[src/sv/dfr_pkg.sv]
package dfr_pkg;

	localparam int FIXED_FRAME_LEN = 32;
	localparam int MAX_FRAME_LEN   = 255;

	localparam logic [15:0] CRC_INIT = 16'hFFFF;
	localparam logic [15:0] CRC_POLY = 16'h1021;

	localparam int CFG_IDX_W  = 2;
	localparam int CFG_DATA_W = 16;

	localparam logic [CFG_IDX_W-1:0] REG_GUARD_MS    = 2'd0;
	localparam logic [CFG_IDX_W-1:0] REG_MAX_PAYLOAD = 2'd1;
	localparam logic [CFG_IDX_W-1:0] REG_VAR_HDR     = 2'd2;
	localparam logic [CFG_IDX_W-1:0] REG_FIXED_HDR   = 2'd3;

	localparam logic [15:0] GUARD_MS_RST    = 16'd20;
	localparam logic [7:0]  MAX_PAYLOAD_RST = 8'd251;
	localparam logic [7:0]  VAR_HDR_RST     = 8'hAA;
	localparam logic [7:0]  FIXED_HDR_RST   = 8'hFF;

	localparam logic [2:0] EV_NONE      = 3'd0;
	localparam logic [2:0] EV_FIXED_OK  = 3'd1;
	localparam logic [2:0] EV_FIXED_BAD = 3'd2;
	localparam logic [2:0] EV_VAR_OK    = 3'd3;
	localparam logic [2:0] EV_VAR_BAD   = 3'd4;

	localparam logic [1:0] FT_NONE  = 2'd0;
	localparam logic [1:0] FT_FIXED = 2'd1;
	localparam logic [1:0] FT_VAR   = 2'd2;

	typedef struct packed {
		logic [15:0] guard_ms;
		logic [7:0]  max_payload_len;
		logic [7:0]  var_header_byte;
		logic [7:0]  fixed_header_byte;
	} cfg_t;

	typedef struct packed {
		logic [1:0] frame_type;
		logic [7:0] position;
		logic [7:0] data_out;
		logic [2:0] event_res;
	} res_t;

	// data bits enter at bit 0, poly applied when bit 15 falls out
	function automatic logic [15:0] crc_shift_in(input logic [15:0] crc, input logic [7:0] b);
		logic [15:0] c;
		logic        top;
		c = crc;
		for (int k = 7; k >= 0; k--) begin
			top = c[15];
			c = {c[14:0], b[k]};
			if (top) c = c ^ CRC_POLY;
		end
		return c;
	endfunction

	function automatic logic [15:0] crc_ccitt(input logic [15:0] crc, input logic [7:0] b);
		logic [15:0] c;
		c = crc ^ {b, 8'h00};
		for (int k = 0; k < 8; k++) begin
			if (c[15]) c = {c[14:0], 1'b0} ^ CRC_POLY;
			else c = {c[14:0], 1'b0};
		end
		return c;
	endfunction

endpackage

[src/sv/dfr_parser.sv]
module dfr_parser (
	input  logic              clk,
	input  logic              arst_n,
	input  logic              acc,
	input  logic [7:0]        data_in,
	input  logic [31:0]       now_ms,
	input  dfr_pkg::cfg_t     cfg,
	output dfr_pkg::res_t     res
);

	typedef enum logic [1:0] {
		MODE_IDLE,
		MODE_FIXED,
		MODE_VLEN,
		MODE_VBODY
	} mode_t;

	localparam logic [8:0] FIXED_CRC_POS = 9'(dfr_pkg::FIXED_FRAME_LEN - 2);
	localparam logic [8:0] MAX_FRAME     = 9'(dfr_pkg::MAX_FRAME_LEN);

	mode_t       mode_q, mode_n, mode_e;
	logic [7:0]  count_q, count_n, count_e;
	logic [7:0]  len_q, len_n, len_e;
	logic [15:0] crc_q, crc_n;
	logic [7:0]  crc_low_q, crc_low_n;
	logic [31:0] last_q;
	logic [31:0] delta;
	logic        timeout;
	logic        bad_len;
	logic [8:0]  pos9;
	logic [8:0]  var_crc_pos;

	always_comb begin
		delta   = now_ms - last_q;
		timeout = (mode_q != MODE_IDLE) && (delta > {16'b0, cfg.guard_ms});
		mode_e  = timeout ? MODE_IDLE : mode_q;
		count_e = timeout ? 8'd0 : count_q;
		len_e   = timeout ? 8'd0 : len_q;

		mode_n    = mode_e;
		count_n   = count_e;
		len_n     = len_e;
		crc_n     = crc_q;
		crc_low_n = crc_low_q;

		pos9        = {1'b0, count_e};
		var_crc_pos = {1'b0, len_e} + 9'd2;
		bad_len     = (data_in < 8'd2)
			|| ({1'b0, data_in} > ({1'b0, cfg.max_payload_len} + 9'd2))
			|| (({1'b0, data_in} + 9'd4) > MAX_FRAME);

		res            = '0;
		res.data_out   = data_in;

		case (mode_e)
			MODE_IDLE: begin
				if (data_in == cfg.fixed_header_byte) begin
					mode_n         = MODE_FIXED;
					count_n        = 8'd1;
					crc_n          = dfr_pkg::crc_shift_in(dfr_pkg::CRC_INIT, data_in);
					res.frame_type = dfr_pkg::FT_FIXED;
				end else if (data_in == cfg.var_header_byte) begin
					mode_n         = MODE_VLEN;
					count_n        = 8'd1;
					crc_n          = dfr_pkg::crc_ccitt(dfr_pkg::CRC_INIT, data_in);
					res.frame_type = dfr_pkg::FT_VAR;
				end
			end
			MODE_FIXED: begin
				res.position   = count_e;
				res.frame_type = dfr_pkg::FT_FIXED;
				if (pos9 < FIXED_CRC_POS) begin
					crc_n   = dfr_pkg::crc_shift_in(crc_q, data_in);
					count_n = count_e + 8'd1;
				end else if (pos9 == FIXED_CRC_POS) begin
					crc_low_n = data_in;
					count_n   = count_e + 8'd1;
				end else begin
					res.event_res = ({data_in, crc_low_q} == crc_q) ?
						dfr_pkg::EV_FIXED_OK : dfr_pkg::EV_FIXED_BAD;
					mode_n  = MODE_IDLE;
					count_n = 8'd0;
				end
			end
			MODE_VLEN: begin
				len_n = data_in;
				if (bad_len) begin
					// drop silently, byte reported as outside any frame
					mode_n  = MODE_IDLE;
					count_n = 8'd0;
				end else begin
					crc_n          = dfr_pkg::crc_ccitt(crc_q, data_in);
					mode_n         = MODE_VBODY;
					count_n        = 8'd2;
					res.position   = 8'd1;
					res.frame_type = dfr_pkg::FT_VAR;
				end
			end
			MODE_VBODY: begin
				res.position   = count_e;
				res.frame_type = dfr_pkg::FT_VAR;
				if (pos9 < var_crc_pos) begin
					crc_n   = dfr_pkg::crc_ccitt(crc_q, data_in);
					count_n = count_e + 8'd1;
				end else if (pos9 == var_crc_pos) begin
					crc_low_n = data_in;
					count_n   = count_e + 8'd1;
				end else begin
					res.event_res = ({data_in, crc_low_q} == crc_q) ?
						dfr_pkg::EV_VAR_OK : dfr_pkg::EV_VAR_BAD;
					mode_n  = MODE_IDLE;
					count_n = 8'd0;
				end
			end
			default: begin
				mode_n  = MODE_IDLE;
				count_n = 8'd0;
			end
		endcase
	end

	always_ff @(posedge clk or negedge arst_n) begin
		if (!arst_n) begin
			mode_q    <= MODE_IDLE;
			count_q   <= 8'd0;
			len_q     <= 8'd0;
			crc_q     <= dfr_pkg::CRC_INIT;
			crc_low_q <= 8'd0;
			last_q    <= 32'd0;
		end else if (acc) begin
			mode_q    <= mode_n;
			count_q   <= count_n;
			len_q     <= len_n;
			crc_q     <= crc_n;
			crc_low_q <= crc_low_n;
			last_q    <= now_ms;
		end
	end

endmodule

[src/sv/dfr_skid.sv]
module dfr_skid (
	input  logic          clk,
	input  logic          arst_n,
	input  logic          in_valid,
	output logic          in_ready,
	input  dfr_pkg::res_t in_res,
	output logic          out_valid,
	input  logic          out_ready,
	output dfr_pkg::res_t out_res
);

	logic          out_valid_q;
	logic          skid_valid_q;
	dfr_pkg::res_t out_q;
	dfr_pkg::res_t skid_q;

	assign in_ready  = !skid_valid_q;
	assign out_valid = out_valid_q;
	assign out_res   = out_q;

	always_ff @(posedge clk or negedge arst_n) begin
		if (!arst_n) begin
			out_valid_q  <= 1'b0;
			skid_valid_q <= 1'b0;
		end else if (out_ready || !out_valid_q) begin
			if (skid_valid_q) begin
				out_valid_q  <= 1'b1;
				skid_valid_q <= 1'b0;
			end else begin
				out_valid_q <= in_valid;
			end
		end else if (in_valid && !skid_valid_q) begin
			// output stalled: park the new item
			skid_valid_q <= 1'b1;
		end
	end

	always_ff @(posedge clk) begin
		if (out_ready || !out_valid_q) begin
			out_q <= skid_valid_q ? skid_q : in_res;
		end else if (in_valid && !skid_valid_q) begin
			skid_q <= in_res;
		end
	end

endmodule

[src/sv/dual_frame_receiver_crc16.sv]
// Serial frame receiver: each input item is one received byte with its
// millisecond arrival time, and each item yields exactly one result item that
// echoes the byte with its frame kind, its position in the frame and, on the
// last byte of a frame, the CRC verdict. Fixed frames open with the fixed
// header byte and are 32 bytes long; variable frames open with the variable
// header byte, a length byte and the body, and end with a low-first CRC-16.
// One item is taken per clock while s_tready is high: the frame state and the
// byte-wide CRC update sit in one parse stage, and the result is registered
// into the output or skid register. A two-entry output buffer keeps taking
// items while a result waits; s_tready drops only once both entries are full.
// A gap longer than guard_ms between bytes abandons a partial frame.
// Configuration writes are always accepted and take effect on the next byte.
module dual_frame_receiver_crc16 (
	input  logic                             clk,
	input  logic                             arst_n,
	input  logic                             s_tvalid,
	output logic                             s_tready,
	input  logic [39:0]                      s_tdata,  // data_in[7:0], now_ms[39:8]
	output logic                             m_tvalid,
	input  logic                             m_tready,
	output logic [23:0]                      m_tdata,  // event_res[2:0], data_out[10:3],
	                                                   // position[18:11], zero[23:19]
	output logic [1:0]                       m_tuser,  // frame_type[1:0]
	input  logic                             cfg_valid,
	output logic                             cfg_ready,
	input  logic [dfr_pkg::CFG_IDX_W-1:0]    cfg_index,
	input  logic [dfr_pkg::CFG_DATA_W-1:0]   cfg_data
);

	dfr_pkg::cfg_t cfg_q;
	dfr_pkg::res_t res;
	dfr_pkg::res_t out_res;
	logic          acc;

	assign cfg_ready = 1'b1;
	assign acc       = s_tvalid && s_tready;

	always_ff @(posedge clk or negedge arst_n) begin
		if (!arst_n) begin
			cfg_q.guard_ms          <= dfr_pkg::GUARD_MS_RST;
			cfg_q.max_payload_len   <= dfr_pkg::MAX_PAYLOAD_RST;
			cfg_q.var_header_byte   <= dfr_pkg::VAR_HDR_RST;
			cfg_q.fixed_header_byte <= dfr_pkg::FIXED_HDR_RST;
		end else if (cfg_valid) begin
			case (cfg_index)
				dfr_pkg::REG_GUARD_MS:    cfg_q.guard_ms          <= cfg_data;
				dfr_pkg::REG_MAX_PAYLOAD: cfg_q.max_payload_len   <= cfg_data[7:0];
				dfr_pkg::REG_VAR_HDR:     cfg_q.var_header_byte   <= cfg_data[7:0];
				dfr_pkg::REG_FIXED_HDR:   cfg_q.fixed_header_byte <= cfg_data[7:0];
				default: ;
			endcase
		end
	end

	dfr_parser u_parser (
		.clk     (clk),
		.arst_n  (arst_n),
		.acc     (acc),
		.data_in (s_tdata[7:0]),
		.now_ms  (s_tdata[39:8]),
		.cfg     (cfg_q),
		.res     (res)
	);

	dfr_skid u_skid (
		.clk       (clk),
		.arst_n    (arst_n),
		.in_valid  (s_tvalid),
		.in_ready  (s_tready),
		.in_res    (res),
		.out_valid (m_tvalid),
		.out_ready (m_tready),
		.out_res   (out_res)
	);

	assign m_tdata = {5'b0, out_res.position, out_res.data_out, out_res.event_res};
	assign m_tuser = out_res.frame_type;

	// a byte outside any frame carries neither a verdict nor a position
	assert property (@(posedge clk) disable iff (!arst_n)
		m_tvalid && (m_tuser == dfr_pkg::FT_NONE) |-> (m_tdata[18:0] & 19'h7F807) == 19'd0)
		else $error("unframed byte with event or position");

	// fixed-frame verdict codes appear only on fixed-frame bytes
	assert property (@(posedge clk) disable iff (!arst_n)
		m_tvalid && (m_tdata[2:0] == dfr_pkg::EV_FIXED_OK || m_tdata[2:0] == dfr_pkg::EV_FIXED_BAD)
		|-> m_tuser == dfr_pkg::FT_FIXED)
		else $error("fixed verdict on non-fixed byte");

	// input stalls only with a result pending on the output
	assert property (@(posedge clk) disable iff (!arst_n)
		!s_tready |-> m_tvalid)
		else $error("input stalled with empty output");

endmodule

[config.mk]
export PLATFORM = sky130hd
export DESIGN_NAME = dual_frame_receiver_crc16
export DESIGN_NICKNAME = d
export VERILOG_FILES = /design/src/sv/dfr_pkg.sv /design/src/sv/dfr_parser.sv /design/src/sv/dfr_skid.sv /design/src/sv/dual_frame_receiver_crc16.sv
export SDC_FILE = /design/constraint.sdc
export NUM_CORES = 1
export LEC_CHECK = 0
export ABC_AREA = 1
export BUFFER_PORTS_ARGS = -buffer_cell sky130_fd_sc_hd__clkbuf_2
export CAP_MARGIN = 0
export CORE_UTILIZATION = 30
export CTS_CLUSTER_SIZE = 14
export DETAILED_ROUTE_END_ITERATION = 8
export SLEW_MARGIN = 20
export SYNTH_ARGS = -nofsm -noshare
export SYNTH_HDL_FRONTEND = slang
export SYNTH_SLANG_ARGS = --single-unit
export TNS_END_PERCENT = 50
[constraint.sdc]
create_clock -name clk -period 4.6 [get_ports clk]
set_clock_uncertainty 0.2 [all_clocks]
set_input_delay 0.92 -clock clk [delete_from_list [all_inputs] [get_ports clk]]
set_output_delay 0.92 -clock clk [all_outputs]
set_load 0.1 [all_outputs]
==> impl_metrics.yaml <==
critical_path:
  cp_slowest_stage_delay_ns: 0.39
  endpoint_kind: "flip-flop"
  slowest_stage: "fa_2"
  r2r_start: "u_parser.last_q[0]$_DFFE_PN0P_"
  cp-start-kind: "primary input"
  r2r_cells: 40
  endpoint: "u_skid.out_res[1]$_DFFE_PN_"
  path_buf_inv: 18
  cp-startpoint: "s_tdata[8]"
  path_depth: 42
  cp_max_fo: 3
  cp_data_arrival_time_ns: 5.50
  required_ns: 4.61
  crit_path_frequent_cell: "buf_4"
  reg2reg_to: "u_skid.out_res[1]$_DFFE_PN_"
  critical_path_class: "in2reg"
  cpLargestDelayFamily: "buffers and inverters"
  rrSetupSlack_ns: -0.72
layout:
  finalNetCount: 2021
  post-route-util: 0.410
  layout_commonest_cell: "nand2_1"
  drive_gt1_frac: 0.284
  layout_common_cells: "nand2_1 (433), inv_1 (242), buf_4 (195)"
  nFillCells: 3847
  n_antenna_cell: 0
  area_growth_pct: 34.0
  instances_no_fill: 2410
placed_design:
  gp_congestion: 0.906
  port_buffers: 85
  hpwl_um: 25300
  dp_slack_ns: -1.49
  dpl.cell_count: 2346
sta:
  fin_crit_sh: 1.19
  max_freq_mhz: 182
  period_needed_ns: 5.49
  finalHoldViolCount: 0
  setup_tns_ns: -31.35
  worstMarginPinSlew_ns: 1.03
  timing.slew.headroom: 0.310
  rsz0062_at_grt: "true"
  setup_viol: 40
  setup_slack_ns: -0.890
  slew_violations: 0
  holdWs_ns: 0.289
yosys:
  synth_area_um2: 11600
  synth_ff_type: "dfrtp_1"
  async_flop_share: 0.734
  syn_avg_cell_area_um2: 7.17
  ys_ff_latch: 158
  ys_seq_area_frac: 0.364
  synthCells: 1613
  ys_warn_count: 0
  synth-edff-count: 42
  ys_types: 54
routing:
  drtPass1Iterations: 5
  drtIter0Drc: 543
  wl_per_cell_um: 13.9
  avgViaCountPerCell: 4.57
  drtAntennaViolNets: 0
  drcViolationCount: 0
  via_count: 11023
  routed_wl_um: 33500
power_and_ir_drop:
  swShare: 0.388
  clkPwrFrac: 0.252
  vdd_drop_max_uv: 282
  power.density_nw_per_um2: 385
  leakagePower_nw: 7.88
  p_sw_mw: 2.31
  p_comb_frac: 0.436
  internal_power_mw: 3.66
  p_seq_frac: 0.312
clocking:
  cts_root_buffer: "clkbuf_16"
  cts_htree_levels: 4
  clock_latency_ns: 0.45
  numCtsBuffers: 17
  clkSinkCount: 158
  clk_pin_slew_ns: 0.08
  cts_buffer_depth: 2
  cts_tree: "built"
die:
  core_um2: 37800
  dieArea_um2: 39300
  start_util: 0.306
  num_rows: 71
  io-pin-count: 92
  die_h_um: 198
  dieWidth_um: 198
global_routing:
  grt_max_degree: 59
  antenna_found_initial: 0
  grt.total_usage: 0.177
  overflow: 0
  grt_pass1_wl_um: 54200
  grt_pass1_vias: 10799
outcome:
  status: "finished with violations"
  violations: "negative setup slack"
job:
  maxCapViolations: 0
min_path:
  hold_class: "in2async"
## stage by stage
step	area [um2]	total power, mW
after floorplan	11700	3.34
after global placement	13900	4.08
after detailed placement	13900	4.13
after CTS	15200	5.87
after global routing	15500	6.36
final	15500	5.97
## final cells by class
| type | instances | area (um2) | area share |
|---|---|---|---|
| Timing Repair Buffer | 294 | 2130 | 0.138 |
| Sequential cell | 158 | 4210 | 0.272 |
| Clock inverter | 14 | 171 | 0.0111 |
| Multi-Input combinational cell | 1159 | 6910 | 0.446 |
| Clock buffer | 18 | 439 | 0.0283 |
| Inverter | 256 | 993 | 0.0641 |
| Tap cell | 511 | 639 | 0.0413 |
## flip-flops by register name (all words and copies together), names as in the netlist, 8 cells and up
signal,cells
u_parser.len_q,8
u_parser.last_q,32
u_parser.count_q,8
u_skid.skid_q,21
u_parser.crc_low_q,8
cfg_q,40
u_skid.out_res,21
u_parser.crc_q,16
## worst min path at each step
stage          cells past startpoint                               to                            from
2_1_floorplan                      2            cfg_q[25]$_DFFE_PN0P_           cfg_q[25]$_DFFE_PN0P_
3_3_place_gp                       2            cfg_q[29]$_DFFE_PN0P_           cfg_q[29]$_DFFE_PN0P_
3_5_place_dp                       2            cfg_q[31]$_DFFE_PN0P_           cfg_q[31]$_DFFE_PN0P_
4_1_cts                            2            cfg_q[31]$_DFFE_PN0P_           cfg_q[31]$_DFFE_PN0P_
5_1_grt                            2   u_parser.crc_q[11]$_DFFE_PN1P_  u_parser.crc_q[11]$_DFFE_PN1P_
6_report                           1  u_parser.count_q[1]$_DFFE_PN0P_                          arst_n
## synth_stat cells, types with 8 or more instances
library cell,count,share of area
nand3_1,49,0.021
clkbuf_1,26,0.0084
o211ai_1,9,0.0058
nor3_1,17,0.0074
o21ai_0,109,0.047
o22ai_1,9,0.0049
xor2_1,64,0.048
dfstp_2,37,0.084
inv_2,9,0.0029
nor2_2,9,0.0049
dfrtp_1,79,0.17
or2_2,10,0.0054
a21oi_1,73,0.032
nand2_1,482,0.16
edfxtp_1,42,0.11
buf_4,8,0.0052
inv_1,246,0.080
nand4_1,28,0.015
xnor2_1,32,0.024
nor2_1,137,0.044
ha_1,71,0.077
## cell families after synthesis
| family | Yosys count | synth area share |
|---|---|---|
| AO/OA/AOI/OAI | 224 | 0.105 |
| adder cells (fa/ha/maj) | 72 | 0.0786 |
| AND/OR/NAND/NOR | 760 | 0.276 |
| buffers and inverters | 301 | 0.102 |
| flip-flops | 158 | 0.364 |
| other | 2 | 0.000650 |
| XOR/XNOR | 96 | 0.0727 |
## timing repair
| item | 4_1_cts | 5_1_grt |
|---|---|---|
| resized for setup | 99 | 67 |
| setup endpoints to repair | 40 | 65 |
| hold buffers | 0 | 0 |
| pin swaps | 36 | 61 |
| setup buffers | 23 | 10 |
| cloned | 4 | 0 |
## power by group through the flow
stage	sequential [mW]	combinational [mW]	clock, mW
6_report	1.86	2.60	1.51
5_1_grt	1.88	2.89	1.59
4_1_cts	1.85	2.48	1.53
3_5_place_dp	1.87	2.26	0
3_3_place_gp	1.87	2.22	0
2_1_floorplan	1.97	1.37	0
## per-layer routing
metal | global-route usage | vias up | routed length (um)
met5 | 0 | - | 0
met4 | 0.0557 | 0 | 644
met3 | 0.0308 | 45 | 1320
met2 | 0.310 | 212 | 16800
met1 | 0.219 | 5133 | 14800
li1 | - | 5633 | -
Power figures use the tool's default switching activity.
